===== src/sv/srsw_pkg.sv =====
// ----------------------------------------------------------------------------
// srsw_pkg
// Shared types, constants and helpers of the selective-repeat sender window.
// ----------------------------------------------------------------------------
package srsw_pkg;

  localparam int WINDOW_DEPTH = 16;
  localparam int RESULTS_CAP  = 16;

  localparam int SLOT_W = $clog2(WINDOW_DEPTH);
  localparam int CNT_W  = $clog2(WINDOW_DEPTH + 1);
  localparam int N_W    = $clog2(RESULTS_CAP + 1);

  localparam int SEQ_W       = 32;
  localparam int MODE_W      = 2;
  localparam int KIND_W      = 2;
  localparam int SLOT_OUT_W  = 4;
  localparam int FLIGHT_W    = 5;
  localparam int WL_W        = 5;
  localparam int TO_W        = 16;
  localparam int CFG_IDX_W   = 4;
  localparam int CFG_DATA_W  = 16;

  localparam logic [WL_W-1:0] WL_RESET = WL_W'(10);
  localparam logic [TO_W-1:0] TO_RESET = TO_W'(2);

  localparam logic [CFG_IDX_W-1:0] REG_WINDOW_LIMIT  = CFG_IDX_W'(0);
  localparam logic [CFG_IDX_W-1:0] REG_TIMEOUT_TICKS = CFG_IDX_W'(1);

  typedef enum logic [MODE_W-1:0] {
    MODE_OFFER = 2'd0,
    MODE_ACK   = 2'd1,
    MODE_TICK  = 2'd2
  } srsw_mode_e;

  typedef enum logic [KIND_W-1:0] {
    KIND_STATUS = 2'd0,
    KIND_NEW    = 2'd1,
    KIND_RETX   = 2'd2
  } srsw_kind_e;

  // Source of the result loaded into the output register.
  typedef enum logic [1:0] {
    SEL_STATUS,
    SEL_OFFER,
    SEL_ACK,
    SEL_PEND
  } srsw_sel_e;

  typedef enum logic [3:0] {
    ST_IDLE,
    ST_OFFER,
    ST_ACK_SCAN,
    ST_ACK_RETIRE,
    ST_ACK_DONE,
    ST_TICK_START,
    ST_TICK_SCAN,
    ST_TICK_DONE,
    ST_STATUS
  } srsw_state_e;

  typedef struct packed {
    logic      load;      // latch the input item, clear scan state
    logic      offer;     // enter a new packet at the tail
    logic      scan_inc;  // step the scan index
    logic      mark_ack;  // mark the scanned entry acknowledged
    logic      retire;    // retire the head entry
    logic      tick;      // advance time
    logic      restamp;   // restamp the scanned entry and hold it as pending
    logic      emit;      // load the output register
    srsw_sel_e sel;
    logic      last;
  } srsw_cmd_t;

  typedef struct packed {
    logic [MODE_W-1:0] mode;
    logic              room;
    logic              scan_end;
    logic              match;
    logic              due;
    logic              retire_ok;
    logic              pend_v;
    logic              out_free;
  } srsw_stat_t;

  function automatic logic [SLOT_W-1:0] ring_add(input logic [SLOT_W-1:0] base,
                                                 input logic [SLOT_W-1:0] off);
    logic [SLOT_W:0] sum;
    sum = {1'b0, base} + {1'b0, off};
    if (sum >= (SLOT_W + 1)'(WINDOW_DEPTH)) begin
      sum = sum - (SLOT_W + 1)'(WINDOW_DEPTH);
    end
    return sum[SLOT_W-1:0];
  endfunction

  function automatic logic [SLOT_OUT_W-1:0] slot_field(input logic [SLOT_W-1:0] s);
    logic [31:0] w;
    w = 32'(s);
    return w[SLOT_OUT_W-1:0];
  endfunction

  function automatic logic [FLIGHT_W-1:0] flight_field(input logic [CNT_W-1:0] c);
    logic [31:0] w;
    w = 32'(c);
    return w[FLIGHT_W-1:0];
  endfunction

endpackage


===== src/sv/srsw_if.sv =====
// ----------------------------------------------------------------------------
// srsw_if
// Valid/ready channels of the sender window: events, results, configuration.
// ----------------------------------------------------------------------------
interface srsw_in_if;
  logic                          valid;
  logic                          ready;
  logic [srsw_pkg::MODE_W-1:0]   mode;
  logic [srsw_pkg::SEQ_W-1:0]    ack_seq;

  modport source (output valid, output mode, output ack_seq, input ready);
  modport sink   (input valid, input mode, input ack_seq, output ready);
endinterface

interface srsw_out_if;
  logic                            valid;
  logic                            ready;
  logic [srsw_pkg::KIND_W-1:0]     kind;
  logic [srsw_pkg::SEQ_W-1:0]      seq;
  logic [srsw_pkg::SLOT_OUT_W-1:0] slot;
  logic                            ok;
  logic [srsw_pkg::FLIGHT_W-1:0]   in_flight;
  logic                            last;

  modport source (output valid, output kind, output seq, output slot, output ok,
                  output in_flight, output last, input ready);
  modport sink   (input valid, input kind, input seq, input slot, input ok,
                  input in_flight, input last, output ready);
endinterface

interface srsw_cfg_if;
  logic                            valid;
  logic                            ready;
  logic [srsw_pkg::CFG_IDX_W-1:0]  index;
  logic [srsw_pkg::CFG_DATA_W-1:0] data;

  modport source (output valid, output index, output data, input ready);
  modport sink   (input valid, input index, input data, output ready);
endinterface


===== src/sv/selective_repeat_sender_window_core.sv =====
// ----------------------------------------------------------------------------
// selective_repeat_sender_window_core
// Sender window of a selective-repeat ARQ link: offers, acks and ticks in,
// transmit, retransmit and status results out.
// ----------------------------------------------------------------------------
// One event is handled at a time; a new event is taken whenever the block is
// back in idle, even while the previous result still waits in the output
// register. An acknowledgment scans the outstanding entries from the head
// until one matches or the scan ends, then retires acknowledged entries from
// the head. The timeout scan of a tick reads one ring slot per cycle; each
// retransmit result holds the scan while the output is stalled. Tick results
// are emitted one per found entry, the final one flagged last, or a single
// status result when none is found.
// Configuration writes are always accepted and must be issued while idle.
// ----------------------------------------------------------------------------
module selective_repeat_sender_window_core (
  input  logic       clk_i,
  input  logic       rst_ni,
  srsw_in_if.sink    in_i,
  srsw_out_if.source out_o,
  srsw_cfg_if.sink   cfg_i
);

  srsw_pkg::srsw_cmd_t  cmd;
  srsw_pkg::srsw_stat_t stat;
  logic                 in_ready;

  assign in_i.ready  = in_ready;
  assign cfg_i.ready = 1'b1;

  srsw_ctrl u_ctrl (
    .clk_i      (clk_i),
    .rst_ni     (rst_ni),
    .in_valid_i (in_i.valid),
    .in_ready_o (in_ready),
    .stat_i     (stat),
    .cmd_o      (cmd)
  );

  srsw_dp u_dp (
    .clk_i           (clk_i),
    .rst_ni          (rst_ni),
    .in_mode_i       (in_i.mode),
    .in_ack_seq_i    (in_i.ack_seq),
    .cmd_i           (cmd),
    .stat_o          (stat),
    .cfg_valid_i     (cfg_i.valid),
    .cfg_index_i     (cfg_i.index),
    .cfg_data_i      (cfg_i.data),
    .out_ready_i     (out_o.ready),
    .out_valid_o     (out_o.valid),
    .out_kind_o      (out_o.kind),
    .out_seq_o       (out_o.seq),
    .out_slot_o      (out_o.slot),
    .out_ok_o        (out_o.ok),
    .out_in_flight_o (out_o.in_flight),
    .out_last_o      (out_o.last)
  );

endmodule


===== src/sv/srsw_dp.sv =====
// ----------------------------------------------------------------------------
// srsw_dp
// Datapath: window ring, counters, configuration registers, output register.
// ----------------------------------------------------------------------------
module srsw_dp (
  input  logic                            clk_i,
  input  logic                            rst_ni,
  input  logic [srsw_pkg::MODE_W-1:0]     in_mode_i,
  input  logic [srsw_pkg::SEQ_W-1:0]      in_ack_seq_i,
  input  srsw_pkg::srsw_cmd_t             cmd_i,
  output srsw_pkg::srsw_stat_t            stat_o,
  input  logic                            cfg_valid_i,
  input  logic [srsw_pkg::CFG_IDX_W-1:0]  cfg_index_i,
  input  logic [srsw_pkg::CFG_DATA_W-1:0] cfg_data_i,
  input  logic                            out_ready_i,
  output logic                            out_valid_o,
  output logic [srsw_pkg::KIND_W-1:0]     out_kind_o,
  output logic [srsw_pkg::SEQ_W-1:0]      out_seq_o,
  output logic [srsw_pkg::SLOT_OUT_W-1:0] out_slot_o,
  output logic                            out_ok_o,
  output logic [srsw_pkg::FLIGHT_W-1:0]   out_in_flight_o,
  output logic                            out_last_o
);

  logic [srsw_pkg::SEQ_W-1:0]  seq_mem   [srsw_pkg::WINDOW_DEPTH];
  logic [srsw_pkg::SEQ_W-1:0]  stamp_mem [srsw_pkg::WINDOW_DEPTH];
  logic [srsw_pkg::WINDOW_DEPTH-1:0] acked_q, acked_d;

  logic [srsw_pkg::SLOT_W-1:0] head_q, head_d;
  logic [srsw_pkg::CNT_W-1:0]  cnt_q, cnt_d;
  logic [srsw_pkg::SEQ_W-1:0]  next_seq_q, next_seq_d;
  logic [srsw_pkg::SEQ_W-1:0]  now_q, now_d;
  logic [srsw_pkg::CNT_W-1:0]  idx_q, idx_d;
  logic [srsw_pkg::N_W-1:0]    n_q, n_d;
  logic                        hit_q, hit_d;
  logic                        pend_v_q, pend_v_d;
  logic [srsw_pkg::WL_W-1:0]   wl_q;
  logic [srsw_pkg::TO_W-1:0]   to_q;
  logic                        out_valid_q;

  logic [srsw_pkg::SEQ_W-1:0]  ack_q;
  logic [srsw_pkg::SEQ_W-1:0]  pend_seq_q;
  logic [srsw_pkg::SLOT_W-1:0] pend_slot_q;

  logic [srsw_pkg::KIND_W-1:0]     out_kind_q, res_kind;
  logic [srsw_pkg::SEQ_W-1:0]      out_seq_q, res_seq;
  logic [srsw_pkg::SLOT_OUT_W-1:0] out_slot_q, res_slot;
  logic                            out_ok_q, res_ok;
  logic [srsw_pkg::FLIGHT_W-1:0]   out_flight_q, res_flight;
  logic                            out_last_q, res_last;

  logic [srsw_pkg::SLOT_W-1:0] scan_slot, tail_slot, head_next;
  logic [31:0]                 limit, age;
  logic                        out_free;

  assign scan_slot = srsw_pkg::ring_add(head_q, idx_q[srsw_pkg::SLOT_W-1:0]);
  assign tail_slot = srsw_pkg::ring_add(head_q, cnt_q[srsw_pkg::SLOT_W-1:0]);
  assign head_next = srsw_pkg::ring_add(head_q, srsw_pkg::SLOT_W'(1));

  // A limit above the ring depth acts as the depth.
  assign limit = (32'(wl_q) > 32'(srsw_pkg::WINDOW_DEPTH)) ?
                 32'(srsw_pkg::WINDOW_DEPTH) : 32'(wl_q);
  assign age      = now_q - stamp_mem[scan_slot];
  assign out_free = !out_valid_q || out_ready_i;

  always_comb begin
    stat_o.mode      = in_mode_i;
    stat_o.room      = 32'(cnt_q) < limit;
    stat_o.scan_end  = (idx_q == cnt_q) || (n_q == srsw_pkg::N_W'(srsw_pkg::RESULTS_CAP));
    stat_o.match     = seq_mem[scan_slot] == ack_q;
    stat_o.due       = !acked_q[scan_slot] && (age > 32'(to_q));
    stat_o.retire_ok = (cnt_q != '0) && acked_q[head_q];
    stat_o.pend_v    = pend_v_q;
    stat_o.out_free  = out_free;
  end

  always_comb begin
    head_d     = head_q;
    cnt_d      = cnt_q;
    next_seq_d = next_seq_q;
    now_d      = now_q;
    idx_d      = idx_q;
    n_d        = n_q;
    hit_d      = hit_q;
    pend_v_d   = pend_v_q;
    acked_d    = acked_q;
    if (cmd_i.load) begin
      idx_d    = '0;
      n_d      = '0;
      hit_d    = 1'b0;
      pend_v_d = 1'b0;
    end
    if (cmd_i.offer) begin
      acked_d[tail_slot] = 1'b0;
      cnt_d              = cnt_q + srsw_pkg::CNT_W'(1);
      next_seq_d         = next_seq_q + 32'd1;
    end
    if (cmd_i.scan_inc) begin
      idx_d = idx_q + srsw_pkg::CNT_W'(1);
    end
    if (cmd_i.mark_ack) begin
      acked_d[scan_slot] = 1'b1;
      hit_d              = 1'b1;
    end
    if (cmd_i.retire) begin
      acked_d[head_q] = 1'b0;
      head_d          = head_next;
      cnt_d           = cnt_q - srsw_pkg::CNT_W'(1);
    end
    if (cmd_i.tick) begin
      now_d = now_q + 32'd1;
    end
    if (cmd_i.restamp) begin
      pend_v_d = 1'b1;
      n_d      = n_q + srsw_pkg::N_W'(1);
    end
  end

  always_comb begin
    res_kind   = srsw_pkg::KIND_STATUS;
    res_seq    = '0;
    res_slot   = '0;
    res_ok     = 1'b0;
    res_flight = srsw_pkg::flight_field(cnt_q);
    res_last   = 1'b1;
    case (cmd_i.sel)
      srsw_pkg::SEL_STATUS: begin
      end
      srsw_pkg::SEL_OFFER: begin
        res_kind   = srsw_pkg::KIND_NEW;
        res_seq    = next_seq_q;
        res_slot   = srsw_pkg::slot_field(tail_slot);
        res_ok     = 1'b1;
        res_flight = srsw_pkg::flight_field(cnt_q + srsw_pkg::CNT_W'(1));
      end
      srsw_pkg::SEL_ACK: begin
        res_ok = hit_q;
      end
      srsw_pkg::SEL_PEND: begin
        res_kind = srsw_pkg::KIND_RETX;
        res_seq  = pend_seq_q;
        res_slot = srsw_pkg::slot_field(pend_slot_q);
        res_last = cmd_i.last;
      end
      default: begin
      end
    endcase
  end

  always_ff @(posedge clk_i or negedge rst_ni) begin
    if (!rst_ni) begin
      head_q      <= '0;
      cnt_q       <= '0;
      next_seq_q  <= '0;
      now_q       <= '0;
      idx_q       <= '0;
      n_q         <= '0;
      hit_q       <= 1'b0;
      pend_v_q    <= 1'b0;
      acked_q     <= '0;
      wl_q        <= srsw_pkg::WL_RESET;
      to_q        <= srsw_pkg::TO_RESET;
      out_valid_q <= 1'b0;
    end else begin
      head_q     <= head_d;
      cnt_q      <= cnt_d;
      next_seq_q <= next_seq_d;
      now_q      <= now_d;
      idx_q      <= idx_d;
      n_q        <= n_d;
      hit_q      <= hit_d;
      pend_v_q   <= pend_v_d;
      acked_q    <= acked_d;
      if (cmd_i.emit) begin
        out_valid_q <= 1'b1;
      end else if (out_ready_i) begin
        out_valid_q <= 1'b0;
      end
      if (cfg_valid_i) begin
        case (cfg_index_i)
          srsw_pkg::REG_WINDOW_LIMIT:  wl_q <= cfg_data_i[srsw_pkg::WL_W-1:0];
          srsw_pkg::REG_TIMEOUT_TICKS: to_q <= cfg_data_i[srsw_pkg::TO_W-1:0];
          default: begin
          end
        endcase
      end
    end
  end

  always_ff @(posedge clk_i) begin
    if (cmd_i.load) begin
      ack_q <= in_ack_seq_i;
    end
    if (cmd_i.offer) begin
      seq_mem[tail_slot]   <= next_seq_q;
      stamp_mem[tail_slot] <= now_q;
    end
    if (cmd_i.restamp) begin
      stamp_mem[scan_slot] <= now_q;
      pend_seq_q           <= seq_mem[scan_slot];
      pend_slot_q          <= scan_slot;
    end
    if (cmd_i.emit) begin
      out_kind_q   <= res_kind;
      out_seq_q    <= res_seq;
      out_slot_q   <= res_slot;
      out_ok_q     <= res_ok;
      out_flight_q <= res_flight;
      out_last_q   <= res_last;
    end
  end

  assign out_valid_o     = out_valid_q;
  assign out_kind_o      = out_kind_q;
  assign out_seq_o       = out_seq_q;
  assign out_slot_o      = out_slot_q;
  assign out_ok_o        = out_ok_q;
  assign out_in_flight_o = out_flight_q;
  assign out_last_o      = out_last_q;

  a_cnt_bound: assert property (@(posedge clk_i) disable iff (!rst_ni)
    32'(cnt_q) <= 32'(srsw_pkg::WINDOW_DEPTH))
    else $error("outstanding count exceeds the ring depth");

  a_offer_room: assert property (@(posedge clk_i) disable iff (!rst_ni)
    cmd_i.offer |-> stat_o.room)
    else $error("offer entered while the window is full");

  a_offer_count: assert property (@(posedge clk_i) disable iff (!rst_ni)
    cmd_i.offer |=> cnt_q == $past(cnt_q) + srsw_pkg::CNT_W'(1))
    else $error("offer did not grow the window by one");

  a_retire_nonempty: assert property (@(posedge clk_i) disable iff (!rst_ni)
    cmd_i.retire |-> cnt_q != '0)
    else $error("retire issued on an empty window");

  a_emit_free: assert property (@(posedge clk_i) disable iff (!rst_ni)
    cmd_i.emit |-> out_free)
    else $error("result loaded over one not yet transferred");

endmodule


===== src/sv/srsw_ctrl.sv =====
// ----------------------------------------------------------------------------
// srsw_ctrl
// Controller: sequences offers, acknowledgment scans and timeout scans.
// ----------------------------------------------------------------------------
module srsw_ctrl (
  input  logic                 clk_i,
  input  logic                 rst_ni,
  input  logic                 in_valid_i,
  output logic                 in_ready_o,
  input  srsw_pkg::srsw_stat_t stat_i,
  output srsw_pkg::srsw_cmd_t  cmd_o
);

  srsw_pkg::srsw_state_e state_q, state_d;

  always_comb begin
    state_d = state_q;
    case (state_q)
      srsw_pkg::ST_IDLE: begin
        if (in_valid_i) begin
          case (stat_i.mode)
            srsw_pkg::MODE_OFFER: state_d = srsw_pkg::ST_OFFER;
            srsw_pkg::MODE_ACK:   state_d = srsw_pkg::ST_ACK_SCAN;
            srsw_pkg::MODE_TICK:  state_d = srsw_pkg::ST_TICK_START;
            default:              state_d = srsw_pkg::ST_STATUS;
          endcase
        end
      end
      srsw_pkg::ST_OFFER, srsw_pkg::ST_ACK_DONE, srsw_pkg::ST_TICK_DONE,
      srsw_pkg::ST_STATUS: begin
        if (stat_i.out_free) begin
          state_d = srsw_pkg::ST_IDLE;
        end
      end
      srsw_pkg::ST_ACK_SCAN: begin
        if (stat_i.scan_end || stat_i.match) begin
          state_d = srsw_pkg::ST_ACK_RETIRE;
        end
      end
      srsw_pkg::ST_ACK_RETIRE: begin
        if (!stat_i.retire_ok) begin
          state_d = srsw_pkg::ST_ACK_DONE;
        end
      end
      srsw_pkg::ST_TICK_START: state_d = srsw_pkg::ST_TICK_SCAN;
      srsw_pkg::ST_TICK_SCAN: begin
        if (stat_i.scan_end) begin
          state_d = srsw_pkg::ST_TICK_DONE;
        end
      end
      default: state_d = srsw_pkg::ST_IDLE;
    endcase
  end

  always_comb begin
    in_ready_o = 1'b0;
    cmd_o      = '0;
    cmd_o.sel  = srsw_pkg::SEL_STATUS;
    cmd_o.last = 1'b1;
    case (state_q)
      srsw_pkg::ST_IDLE: begin
        in_ready_o = 1'b1;
        cmd_o.load = in_valid_i;
      end
      srsw_pkg::ST_OFFER: begin
        if (stat_i.out_free) begin
          cmd_o.emit = 1'b1;
          if (stat_i.room) begin
            cmd_o.offer = 1'b1;
            cmd_o.sel   = srsw_pkg::SEL_OFFER;
          end
        end
      end
      srsw_pkg::ST_ACK_SCAN: begin
        if (!stat_i.scan_end) begin
          if (stat_i.match) begin
            cmd_o.mark_ack = 1'b1;
          end else begin
            cmd_o.scan_inc = 1'b1;
          end
        end
      end
      srsw_pkg::ST_ACK_RETIRE: begin
        cmd_o.retire = stat_i.retire_ok;
      end
      srsw_pkg::ST_ACK_DONE: begin
        cmd_o.emit = stat_i.out_free;
        cmd_o.sel  = srsw_pkg::SEL_ACK;
      end
      srsw_pkg::ST_TICK_START: begin
        cmd_o.tick = 1'b1;
      end
      srsw_pkg::ST_TICK_SCAN: begin
        // A found entry pushes the previous one out, so the last flag is
        // only decided once the scan has ended.
        if (!stat_i.scan_end) begin
          if (!stat_i.due) begin
            cmd_o.scan_inc = 1'b1;
          end else if (!stat_i.pend_v || stat_i.out_free) begin
            cmd_o.restamp  = 1'b1;
            cmd_o.scan_inc = 1'b1;
            cmd_o.emit     = stat_i.pend_v;
            cmd_o.sel      = srsw_pkg::SEL_PEND;
            cmd_o.last     = 1'b0;
          end
        end
      end
      srsw_pkg::ST_TICK_DONE: begin
        cmd_o.emit = stat_i.out_free;
        cmd_o.sel  = stat_i.pend_v ? srsw_pkg::SEL_PEND : srsw_pkg::SEL_STATUS;
      end
      srsw_pkg::ST_STATUS: begin
        cmd_o.emit = stat_i.out_free;
      end
      default: begin
      end
    endcase
  end

  always_ff @(posedge clk_i or negedge rst_ni) begin
    if (!rst_ni) begin
      state_q <= srsw_pkg::ST_IDLE;
    end else begin
      state_q <= state_d;
    end
  end

  a_load_idle: assert property (@(posedge clk_i) disable iff (!rst_ni)
    cmd_o.load |=> state_q != srsw_pkg::ST_IDLE)
    else $error("accepted item did not start any work");

  a_single_ack_mark: assert property (@(posedge clk_i) disable iff (!rst_ni)
    cmd_o.mark_ack |=> state_q == srsw_pkg::ST_ACK_RETIRE)
    else $error("acknowledgment scan continued after a match");

  a_tick_scan: assert property (@(posedge clk_i) disable iff (!rst_ni)
    cmd_o.tick |=> state_q == srsw_pkg::ST_TICK_SCAN)
    else $error("time advanced without a timeout scan");

endmodule

===== src/flat_wrapper.sv =====
// flat-port wrapper written by rule: the top's interface ports become plain ports
module selective_repeat_sender_window_core_flat 
  (clk_i, rst_ni, in_i_valid, in_i_mode, in_i_ack_seq, in_i_ready, out_o_valid, out_o_kind, out_o_seq, out_o_slot, out_o_ok, out_o_in_flight, out_o_last, out_o_ready, cfg_i_valid, cfg_i_index, cfg_i_data, cfg_i_ready);
  srsw_in_if in_i_i ();
  srsw_out_if out_o_i ();
  srsw_cfg_if cfg_i_i ();
  input  logic clk_i;
  input  logic rst_ni;
  input wire logic [$bits(in_i_i.valid)-1:0] in_i_valid;
  input wire logic [$bits(in_i_i.mode)-1:0] in_i_mode;
  input wire logic [$bits(in_i_i.ack_seq)-1:0] in_i_ack_seq;
  output wire logic [$bits(in_i_i.ready)-1:0] in_i_ready;
  output wire logic [$bits(out_o_i.valid)-1:0] out_o_valid;
  output wire logic [$bits(out_o_i.kind)-1:0] out_o_kind;
  output wire logic [$bits(out_o_i.seq)-1:0] out_o_seq;
  output wire logic [$bits(out_o_i.slot)-1:0] out_o_slot;
  output wire logic [$bits(out_o_i.ok)-1:0] out_o_ok;
  output wire logic [$bits(out_o_i.in_flight)-1:0] out_o_in_flight;
  output wire logic [$bits(out_o_i.last)-1:0] out_o_last;
  input wire logic [$bits(out_o_i.ready)-1:0] out_o_ready;
  input wire logic [$bits(cfg_i_i.valid)-1:0] cfg_i_valid;
  input wire logic [$bits(cfg_i_i.index)-1:0] cfg_i_index;
  input wire logic [$bits(cfg_i_i.data)-1:0] cfg_i_data;
  output wire logic [$bits(cfg_i_i.ready)-1:0] cfg_i_ready;
  assign in_i_i.valid = in_i_valid;
  assign in_i_i.mode = in_i_mode;
  assign in_i_i.ack_seq = in_i_ack_seq;
  assign in_i_ready = in_i_i.ready;
  assign out_o_valid = out_o_i.valid;
  assign out_o_kind = out_o_i.kind;
  assign out_o_seq = out_o_i.seq;
  assign out_o_slot = out_o_i.slot;
  assign out_o_ok = out_o_i.ok;
  assign out_o_in_flight = out_o_i.in_flight;
  assign out_o_last = out_o_i.last;
  assign out_o_i.ready = out_o_ready;
  assign cfg_i_i.valid = cfg_i_valid;
  assign cfg_i_i.index = cfg_i_index;
  assign cfg_i_i.data = cfg_i_data;
  assign cfg_i_ready = cfg_i_i.ready;
  selective_repeat_sender_window_core u_core (.clk_i(clk_i), .rst_ni(rst_ni), .in_i(in_i_i), .out_o(out_o_i), .cfg_i(cfg_i_i));
endmodule

===== config.mk =====
export PLATFORM = sky130hd
export DESIGN_NAME = selective_repeat_sender_window_core_flat
export DESIGN_NICKNAME = d
export VERILOG_FILES = /design/src/sv/srsw_pkg.sv /design/src/sv/srsw_if.sv /design/src/sv/selective_repeat_sender_window_core.sv /design/src/sv/srsw_dp.sv /design/src/sv/srsw_ctrl.sv /design/src/flat_wrapper.sv
export SDC_FILE = /design/constraint.sdc
export NUM_CORES = 1
export LEC_CHECK = 0
export ABC_AREA = 1
export BUFFER_PORTS_ARGS = -buffer_cell sky130_fd_sc_hd__buf_2
export CORE_UTILIZATION = 55
export CTS_CLUSTER_DIAMETER = 60
export DETAILED_ROUTE_END_ITERATION = 16
export PLACE_DENSITY_LB_ADDON = 0.3
export SYNTH_ARGS = -nofsm -noshare
export SYNTH_HDL_FRONTEND = slang
export SYNTH_SLANG_ARGS = --single-unit

===== constraint.sdc =====
create_clock -name clk_i -period 7.75 [get_ports clk_i]
set_input_delay 0.775 -clock clk_i [delete_from_list [all_inputs] [get_ports clk_i]]
set_output_delay 0.775 -clock clk_i [all_outputs]
set_load 0.005 [all_outputs]

# After elaboration in Yosys (flattened, before gate mapping)
# Memory sizes are Yosys's and may differ from the RTL's.
# Index checks and enable logic that the tools add are counted.
# word_totals
romBits,0
n_memories,2
latch_bits,0
input_bits,59
ff_bits,240
ramBits,1024
# op_classes
eq_ne,22
magnitude_cmp,12
n_shift,0
bitwise_logic,8
n_mux,70
n_addsub,13
multipliers,0
n_div,0
n_reduce_logical,28
# mem_list
name,depth,word_bits,read_ports,rd_clocked_by_memory_dff,wr,line,text
u_core.u_dp.seq_mem,16,32,1,0,1,srsw_dp.sv:25,logic [srsw_pkg::SEQ_W-1:0] seq_mem [srsw_pkg::WINDOW_DEPTH];
u_core.u_dp.stamp_mem,16,32,1,0,1,srsw_dp.sv:26,logic [srsw_pkg::SEQ_W-1:0] stamp_mem [srsw_pkg::WINDOW_DEPTH];
# op_table
op,count
"adder 32 x 1 -> 32 bit, second input constant",2
case mux 32 bit (2 select lines),1
two-way mux 5 bit,10
two-way mux 16 bit,3
two-way mux 4 bit,9
bitwise AND 16 bit,2
equality test 32 bit,1
> comparator 32 x 16 -> 1 bit,1
two-way mux 32 bit,1
inverter 16 bit,2
OR reduction 32 bit,1
subtractor 32 bit,1
two-way mux 1 bit,30
case mux 4 bit (6 select lines),1
"equality test 4 x 3 -> 1 bit, second input constant",4
bitwise OR 16 bit,1
"adder 5 x 1 -> 5 bit, second input constant",3
"greater-or-equal comparator 5 bit, second input constant",3
"less-than comparator 4 x 5 -> 1 bit, second input constant",3
demux 1 bit (select 4 bit),3
"greater-or-equal comparator 4 x 1 -> 1 bit, second input constant",3
case mux 4 bit (3 select lines),1
"subtractor 4 x 1 -> 4 bit, second input constant",3
adder 4 x 4 -> 5 bit,2
other kinds (32),62

# Depth between registers and ports, before layout
# Gate-level depths: netlist of the first run.
# depth
depth_word,14
ltp_mapped,50
depth_no_buf,42

# Hierarchy
# From an unflattened synthesis of the first run, not the netlist that was laid out.
# unflattened
cells_unflattened,4509
area_unflattened_um2,52977.1
# modules_own_cells
module,area_each_um2,n_inst,cells_each,seq_area_each_um2
srsw_dp,52465.3,1,4419,37224.5
srsw_ctrl,500.5,1,88,100.1
selective_repeat_sender_window_core,11.3,1,2,0.0

# Worst setup path after synthesis of the first run
# OpenSTA, ideal clock, no wires.
# synth_path
path_kind,flip-flop to flip-flop
startpoint,reg u_core.u_dp.head_q[0] (netlist bit)
endpoint,mem u_core.u_dp.stamp_mem[0][0] (netlist bit) (enable)
path_buffers,7
stages_incl_launch_ff,40
path_slack_ns,0.215
period_less_slack_ns,7.535
arrival_time_ns,7.114
setup_ns,0.421
cell_sequence,dfrtp_1 -> ha_1 -> fa_1 -> buf_4 -> inv_1 -> nor2_1 -> buf_2 -> buf_2 -> buf_2 -> buf_1 -> buf_1 -> a22oi_1 -> a21oi_1 -> nor2_1 -> nand3_1 -> inv_1 -> ha_1 -> nand3_1 -> (+4 left out) -> nand2_1 -> xor2_1 -> ha_1 -> nand2_1 -> nor3_1 -> nand3_1 -> nand2_1 -> nand2_1 -> nor2_1 -> nand3_1 -> nor2_1 -> nand3_2 -> nand3_4 -> buf_2 -> nand2_1 -> nand2_1 -> nand3_2 -> nor2_1
# synth_between
elab_chain_cells,14
# synth_rtl
element,line,text
start: declaration,srsw_dp.sv:29,"logic [srsw_pkg::SLOT_W-1:0] head_q, head_d;"
start signal: assignment,srsw_dp.sv:152,head_q <= '0;
start signal: assignment,srsw_dp.sv:165,head_q <= head_d;
adder 4 x 4 -> 5 bit (*),srsw_pkg.sv:89,"sum = {1'b0, base} + {1'b0, off};"
subtractor 4 x 1 -> 4 bit or greater-or-equal comparator 5 bit (tied branches),"srsw_pkg.sv:91, srsw_pkg.sv:90",
two-way mux 4 bit (*),srsw_pkg.sv:90,if (sum >= (SLOT_W + 1)'(WINDOW_DEPTH)) begin
"net u_core.u_dp.scan_slot, one bit",srsw_dp.sv:52,"logic [srsw_pkg::SLOT_W-1:0] scan_slot, tail_slot, head_next;"
memory read (16 x 32 bit) or binary-select mux 1 bit (select 4 bit) (tied branches),n/a,
subtractor 32 bit or two-way mux 1 bit (tied branches),"srsw_dp.sv:63, srsw_dp.sv:71",
> comparator 32 x 16 -> 1 bit or logical NOT 1 bit (tied branches),srsw_dp.sv:71,stat_o.due = !acked_q[scan_slot] && (age > 32'(to_q));
logical AND 1 bit,srsw_dp.sv:71,
two-way mux 5 bit,srsw_ctrl.sv:97,if (!stat_i.due) begin
two-way mux 5 bit,srsw_ctrl.sv:96,if (!stat_i.scan_end) begin
two-way mux 1 bit,srsw_ctrl.sv:60,case (state_q)
two-way mux 1 bit,srsw_dp.sv:198,if (cmd_i.restamp) begin
two-way mux 1 bit (not written as such),srsw_dp.sv:199,stamp_mem[scan_slot] <= now_q;
OR reduction 32 bit (no line),n/a,
two-way mux 4 bit (no line) or two-way mux 1 bit (tied branches),n/a,
end: declaration,srsw_dp.sv:26,
# Mark *: on every way through the listed nets, which the timed path passes. The rest lies on a longest branch. The select of a mux whose other input is x is not followed.

# Worst setup path in the final report of the first run
# layout_path
startpoint,reg u_core.u_dp.idx_q[0] (netlist bit)
endpoint,"reg u_core.u_dp.out_seq_q (netlist bit u_core.u_dp.out_seq_o[22]), data pin"
# layout_between
elab_chain_cells,12
# layout_rtl
element,line,text
start: declaration,srsw_dp.sv:33,"logic [srsw_pkg::CNT_W-1:0] idx_q, idx_d;"
start signal: assignment,srsw_dp.sv:169,idx_q <= idx_d;
adder 4 x 4 -> 5 bit (*),srsw_pkg.sv:89,
subtractor 4 x 1 -> 4 bit or greater-or-equal comparator 5 bit (tied branches),"srsw_pkg.sv:91, srsw_pkg.sv:90",
two-way mux 4 bit (*),srsw_pkg.sv:90,
"net u_core.u_dp.scan_slot, one bit",srsw_dp.sv:52,
memory read (16 x 32 bit) or binary-select mux 1 bit (select 4 bit) (tied branches),n/a,
subtractor 32 bit or two-way mux 1 bit (tied branches),"srsw_dp.sv:63, srsw_dp.sv:71",
> comparator 32 x 16 -> 1 bit or logical NOT 1 bit (tied branches),srsw_dp.sv:71,
logical AND 1 bit (*),srsw_dp.sv:71,
two-way mux 5 bit (*),srsw_ctrl.sv:97,
two-way mux 5 bit (*),srsw_ctrl.sv:96,
case mux 2 bit (4 select lines) (*),srsw_ctrl.sv:60,
equality test 2 bit or equality test 2 x 1 -> 1 bit (tied branches),srsw_dp.sv:126,case (cmd_i.sel)
case mux 32 bit (2 select lines) (*),srsw_dp.sv:126,
"net u_core.u_dp.res_seq, one bit",srsw_dp.sv:46,"logic [srsw_pkg::SEQ_W-1:0] out_seq_q, res_seq;"
end signal: assignment,srsw_dp.sv:205,out_seq_q <= res_seq;
end: declaration,srsw_dp.sv:46,
# Marked as above.
# A chain may end at the register's enable or synchronous reset.

==> results of run 1 <==
[stage by stage]
stage                     instance area, um2  TNS [ps]  hold slack (ps)
after floorplan                        53100         0              449
after global placement                 56000         0              467
after detailed placement               56000      -493              477
after CTS                              60300         0             26.0
after global routing                   60300      -150             70.8
final                                  60300         0             29.9
[metal layers]
| metal | vias to the layer above | part of all wire (%) |
|---|---|---|
| li1 | 16100 | - |
| met1 | 17300 | 39 |
| met2 | 2020 | 49 |
| met3 | 376 | 8.9 |
| met4 | 0 | 4.0 |
| met5 | - | 0 |
[timing repair]
| action | CTS | global route |
|---|---|---|
| buffers inserted | 0 | 2 |
| cloned | 0 | 0 |
| endpoints found under the setup margin | 414 | 627 |
| resized for setup | 1 | 15 |
[state kept, by name (all words and copies together), names as in the netlist, 16 cells and up]
register,cells
u_core.u_dp.ack_q,32
u_core.u_dp.acked_q,16
u_core.u_dp.next_seq_q,32
u_core.u_dp.now_q,32
u_core.u_dp.out_seq_o,32
u_core.u_dp.pend_seq_q,32
u_core.u_dp.seq_mem,512
u_core.u_dp.stamp_mem,512
u_core.u_dp.to_q,16
[cell type report]
cell class | count | area (um2) | area share, %
clock inverter | 73 | 856 | 1.42
timing repair buffer | 222 | 1760 | 2.92
tap | 1265 | 1580 | 2.62
multi-input combinational | 2664 | 14000 | 23.1
clock buffer | 164 | 3460 | 5.74
inverter | 368 | 1400 | 2.32
sequential | 1264 | 37300 | 61.9
[synthesized netlist by cell type (all sizes together), types with 3 or more instances]
| master | number |
|---|---|
| nor4 | 5 |
| buf | 100 |
| nand4 | 129 |
| nand3b | 24 |
| or4 | 21 |
| and2 | 5 |
| clkbuf | 69 |
| edfxtp | 1137 |
| inv | 366 |
| o211ai | 3 |
| ha | 73 |
| dfrtp | 124 |
| nor3 | 32 |
| a21oi | 133 |
| a22oi | 242 |
| a31oi | 37 |
| nand2 | 1304 |
| xnor2 | 20 |
| nand3 | 141 |
| a22o | 3 |
| o21ai | 138 |
| fa | 3 |
| dfstp | 3 |
| nor2 | 209 |
| o22ai | 48 |
| xor2 | 79 |
[kinds of logic (layout without fill, tap and decap cells)]
logic type      Yosys count  count (layout)  synth area share (%)
xor+xnor                 99              99                  1.72
other cells               1               1               0.00706
flops                  1264            1264                  70.3
compound gates          615             615                  7.25
fa+ha+maj                76              76                  1.83
simple gates           1873            1873                  14.9
buf+inv                 537             827                  4.04
[power by group through the flow]
stage / Combinational [uW] / Clock [uW] / Sequential, uW
floorplan: 8910 / 0 / 8630
finish: 13500 / 6260 / 8630
global placement: 13000 / 0 / 8740
global route: 14800 / 6570 / 8670
CTS: 13300 / 6300 / 8620
detailed placement: 13200 / 0 / 8750
[critical path, delay by kind of cell, from the launching register on]
kind	cells	cell delay [ps]
xor gates and xnor gates	1	240
adders and majority gates	5	1940
DFF	1	420
AOI/OAI and AO/OA	4	620
buffers and inverters	7	750
and+or+nand+nor	20	2980
[path summary, 6_finish.rpt]
kind	to	slack [ps]
worst max-delay path	u_core.u_dp.out_seq_o[22]	410
worst min register to register	u_core.u_dp.to_q[4]	490
max in group asynchronous	u_core.u_dp.next_seq_q[16]	6150
min in group clk_i	u_core.u_dp.ack_q[24]	190
worst min-delay path	u_core.u_dp.now_q[8]	30
worst max register to register	u_core.u_dp.out_seq_o[22]	410
==> results.ini, run 1 <==
[setup_path]
r2r_start=u_core.u_dp.idx_q[0]
critPathKind=flop to flop
startpoint_type=flop
reg2reg_depth=37
startpoint=u_core.u_dp.idx_q[0]
crit_fanout=90
cp_data_required_time_ps=8260
slowest_stage=fa_2
cp.arrival_ps=7850
crit_top_cell=nand2_1
end_kind=flop
slowest_delay_ps=710

[clocking]
clockBufferDepth=3
cts_root_buffer=clkbuf_16
cts_tree=built
holdBufCountCts=0
clock_latency_ps=780
htreeDepth=4
cts_inserted_buffers=132
cts.clk_slew.worst_paths_ps=60
clock_sinks=1264

[sta]
slew_headroom_pct=25.0
timing.final.crit_period_ps=7340
drv_slew=0
clock_skew_ps=44.8
setup_slack_ps=414
finalHoldViolations=0
period_share_pct=94.7
fmax_mhz=136
setup_violations=0
worst_slew_pin_slew_ps=1130

[synth]
yosysWarnings=0
avgSynthCellArea_um2=11.9
ys_top_cells_by_area=edfxtp_1 64%, nand2_1 9.2%, dfrtp_1 5.8%
ys_ff_latch=1264
synth.largest_area_cell=edfxtp_1
synth_edf_count=1137
ys_types=55
syn_nets=4600
syn_area_um2=53100
yosysSeqAreaShare_pct=70.3
dominantRegCellSynth=edfxtp_1
synthCells=4465
synthArstFlopShare_pct=10.0
yosysTopAreaCellShare_pct=64.3

[pwr]
seqPwrFrac_pct=30.4
p_clk_share_pct=22.0
power.density_nw_per_um2=471
power.total_uw=28400
comb_power_share_pct=47.6
switching_share_pct=43.9
p_int_uw=15900
power.leakage_uw=0.0217
peakVddDrop_v=0.000465
switching_power_uw=12500

[global_routing]
grt_pass1_vias=35200
use_met2_pct=48.7
grtUsageMet3_pct=4.69
grtUsageMet1_pct=39.5
grt_pass1_wl_um=217000
grt-ovfl-total=0
antenna_found_initial=0
grt_max_degree=145
top_usage_layer=met2
grt_usage_pct=29.7

[route]
ant_nets=0
drt_iter0_drc=4693
drtPass1Iterations=6
routed_wl_um=144000
drt-wirelength-per-cell_um=24.0
vias=35800
viasPerCell=5.95
drc=0

[layout]
stdcell_count=6020
final_nets=4787
final_core_util_pct=63.3
mostFrequentLayoutCell=nand2_1
diodes=0
final_cell_mix=1296 x nand2_1, 1137 x edfxtp_1, 354 x inv_1
drive_gt1_share_pct=10.6
nFillCells=7117
area_growth_pct=13.7

[worst_hold_path]
hold_class=input port to asynchronous set/reset pin

[placement]
dpl.hpwl_um=84500
place.gp.congestion=1.02
post-place-cells=5781
post-place-ws_ps=-19.1
portBuffers=105

[job]
max-cap-violations=0

[die]
start_util_pct=55.7
die_area_um2=97800
fp.coreArea_um2=95300
rows=113
ios=107
die_y_um=313
chipWidth_um=313

[outcome]
status=complete, no violations

No activity file was read; power rests on OpenSTA's default activity.
==> inputs of run 2 (changes only) <==
- CTS_CLUSTER_SIZE: unset -> 40
- RECOVER_POWER: unset -> 25
==> run 2 against run 1 <==
- the flow now finishes with violations (max-capacitance violations, max-slew violations)
- total power is 3.6% lower
- sequential cell count stayed put
- die area stayed put
- fmax is 0.38% lower
- sequential power hardly changed
- clock skew is 6.1 ps lower
- combinational power hardly changed
- critical path depth is 2 lower
- via count is 1.2% lower
- largest power group unchanged
==> results.ini, run 2 (synthesized netlist as in run 1, its figures left out) <==
[global_routing]
grt-ovfl-total=0  ; unchanged
grt_pass1_wl_um=213000  ; -1.8%
antenna_found_initial=0  ; unchanged
grt_usage_pct=29.1  ; -0.60 points
grt_pass1_vias=34200  ; -3.0%
grt_max_degree=145  ; unchanged

[die]
start_util_pct=55.7  ; unchanged
ios=107  ; unchanged
die_y_um=313  ; unchanged
die_area_um2=97800  ; unchanged
fp.coreArea_um2=95300  ; unchanged
chipWidth_um=313  ; unchanged
rows=113  ; unchanged

[setup_path]
cp_data_required_time_ps=8120  ; -140 ps
crit_top_cell=nand2_1
startpoint_type=flop
cp.arrival_ps=7740  ; -110 ps
end_kind=flop
critPathKind=flop to flop
reg2reg_depth=35  ; -5.4%
cp_top_family=simple AND/OR/NAND/NOR gates
crit_fanout=90  ; unchanged
crit_cells=35  ; -5.4%
slowest_stage=fa_2
critical_path_buf_inv_count=7  ; unchanged
slowest_delay_ps=720  ; about the same

[clocking]
clockBufferDepth=3  ; unchanged
cts_tree=built
cts.clk_slew.worst_paths_ps=100  ; +40 ps
cts_root_buffer=clkbuf_16
clock_latency_ps=700  ; -80 ps
htreeDepth=3  ; -1
cts_inserted_buffers=86  ; -35%
clock_sinks=1264  ; unchanged

[layout]
regArea_um2=37300  ; unchanged
nFillCells=7247  ; +1.8%
diodes=0  ; unchanged
final_nets=4741  ; -0.96%
reg.largest.list=u_core.u_dp.seq_mem x512, u_core.u_dp.stamp_mem x512
multi_input_area_um2=13900  ; about the same
mostFrequentLayoutCell=nand2_1
area_growth_pct=11.8
final_cell_mix=1296 x nand2_1, 1137 x edfxtp_1, 354 x inv_1
drive_gt1_share_pct=9.72  ; -0.90 points

[outcome]
violations=max-capacitance violations, max-slew violations
status=finished with violations

[worst_hold_path]
hold_depth=1
hold_class=input port to flop

[pwr]
seqPwrFrac_pct=31.5  ; +1.1 points
peakVddDrop_v=0.000501  ; +7.9%
power.density_nw_per_um2=461  ; -2.1%
power.leakage_uw=0.0212  ; -2.4%
switching_share_pct=45.5  ; +1.6 points
comb_power_share_pct=49.1  ; +1.5 points
p_int_uw=14900  ; -6.4%
switching_power_uw=12400  ; -0.12%
p_clk_share_pct=19.4  ; -2.6 points

[sta]
setup_slack_ps=386  ; -28.2 ps
worst_slew_pin_slew_ps=3950  ; +2830 ps
rsz0062_at_grt=false
setup_violations=0  ; unchanged
holdWs_ps=253  ; +223 ps
slew_headroom_pct=-164  ; -190 points
period_share_pct=95.0  ; +0.36 points
finalHoldViolations=0  ; unchanged
clock_skew_ps=38.8  ; -6.05 ps
drv_slew=63  ; +63
timing.final.crit_period_ps=7360  ; +28.2 ps
fmax_mhz=136  ; -0.38%

[job]
max-cap-violations=1  ; +1

[route]
drc=0  ; unchanged
top_layer=met4
vias=35400  ; -1.2%
routed_wl_um=142000  ; -1.6%
drt-wirelength-per-cell_um=23.9  ; -0.35%
dr_wl_met2_um=69100  ; -1.3%
viasPerCell=5.95  ; about the same
drt_iter0_drc=4709  ; +0.34%
wl_met1_um=55800  ; +0.14%
ant_nets=0  ; unchanged
drtPass1Iterations=7  ; +1
wl_met3_um=11600  ; -10%

[placement]
post-place-ws_ps=-19.1  ; unchanged
dpl.hpwl_um=84500  ; unchanged
place.gp.congestion=1.02  ; unchanged
portBuffers=105  ; unchanged

## run 2: cell count changes in the layout (fill, tap and decap cells not counted), sizes merged
cell / change
inv: +30
bufinv: -5
buf: -17
clkbuf: -53
clkinvlp: -2
clkinv: -28
## run 2: area by class of cell
cell class | instances | area share [%]
multi-input cells | 2664 | 23.5
clock buffers | 94 | 3.87
clock inverters | 68 | 1.88
inverters | 368 | 2.36
well taps | 1265 | 2.67
repair buffers | 222 | 2.86
flip-flops and latches | 1264 | 62.9
## run 2: final timing paths
check                                          endpoint  slack, ps                  from
min reg2reg                         u_core.u_dp.to_q[4]        500   u_core.u_dp.to_q[4]
min in group asynchronous          u_core.u_dp.now_q[9]       1460                rst_ni
max reg2reg                u_core.u_dp.stamp_mem[1][19]        390  u_core.u_dp.idx_q[0]
max                        u_core.u_dp.stamp_mem[1][19]        390  u_core.u_dp.idx_q[0]
max in group asynchronous    u_core.u_dp.next_seq_q[20]       3580                rst_ni
min                                u_core.u_dp.ack_q[4]        250       in_i_ack_seq[4]
## run 2: metal layers
layer	vias up	track usage (%)
li1	16000	-
met1	17300	39.2
met2	1770	48.2
met3	326	4.38
met4	0	10.8
met5	-	0
## run 2: repair_timing
action | 4_1_cts | 5_1_grt
setup buffers | 0 | 2
resized for setup | 1 | 15
setup endpoints to repair | 388 | 596
hold buffers | 0 | 0
## run 2: metrics by stage
step | TNS, ps | std cells | total power, uW | cell area, um2 | util [%]
3_5_place_dp | -493 | 5781 | 21900 | 56000 | 58.7
4_1_cts | 0 | 5943 | 27200 | 59400 | 62.3
2_1_floorplan | 0 | 4465 | 17500 | 53100 | -
6_report | 0 | 5945 | 27400 | 59400 | 62.3
3_3_place_gp | 0 | 5781 | 21800 | 56000 | 58.7
5_1_grt | 0 | 5945 | 29100 | 59400 | 62.3
## run 2: power groups by stage
stage	sequential (uW)	combinational, uW	clock, uW
4_1_cts	8600	13300	5360
3_3_place_gp	8740	13000	0
5_1_grt	8660	14800	5610
3_5_place_dp	8750	13200	0
2_1_floorplan	8630	8910	0
6_report	8620	13400	5310
## run 2: worst reg2reg max path: cells and delay by family (launching register included)
family / cells / cell delay, ps
buf+inv: 7 / 1020
xor+xnor: 1 / 240
fa+ha+maj: 4 / 1570
simple gates: 20 / 3140
flops: 1 / 430
compound gates: 3 / 640
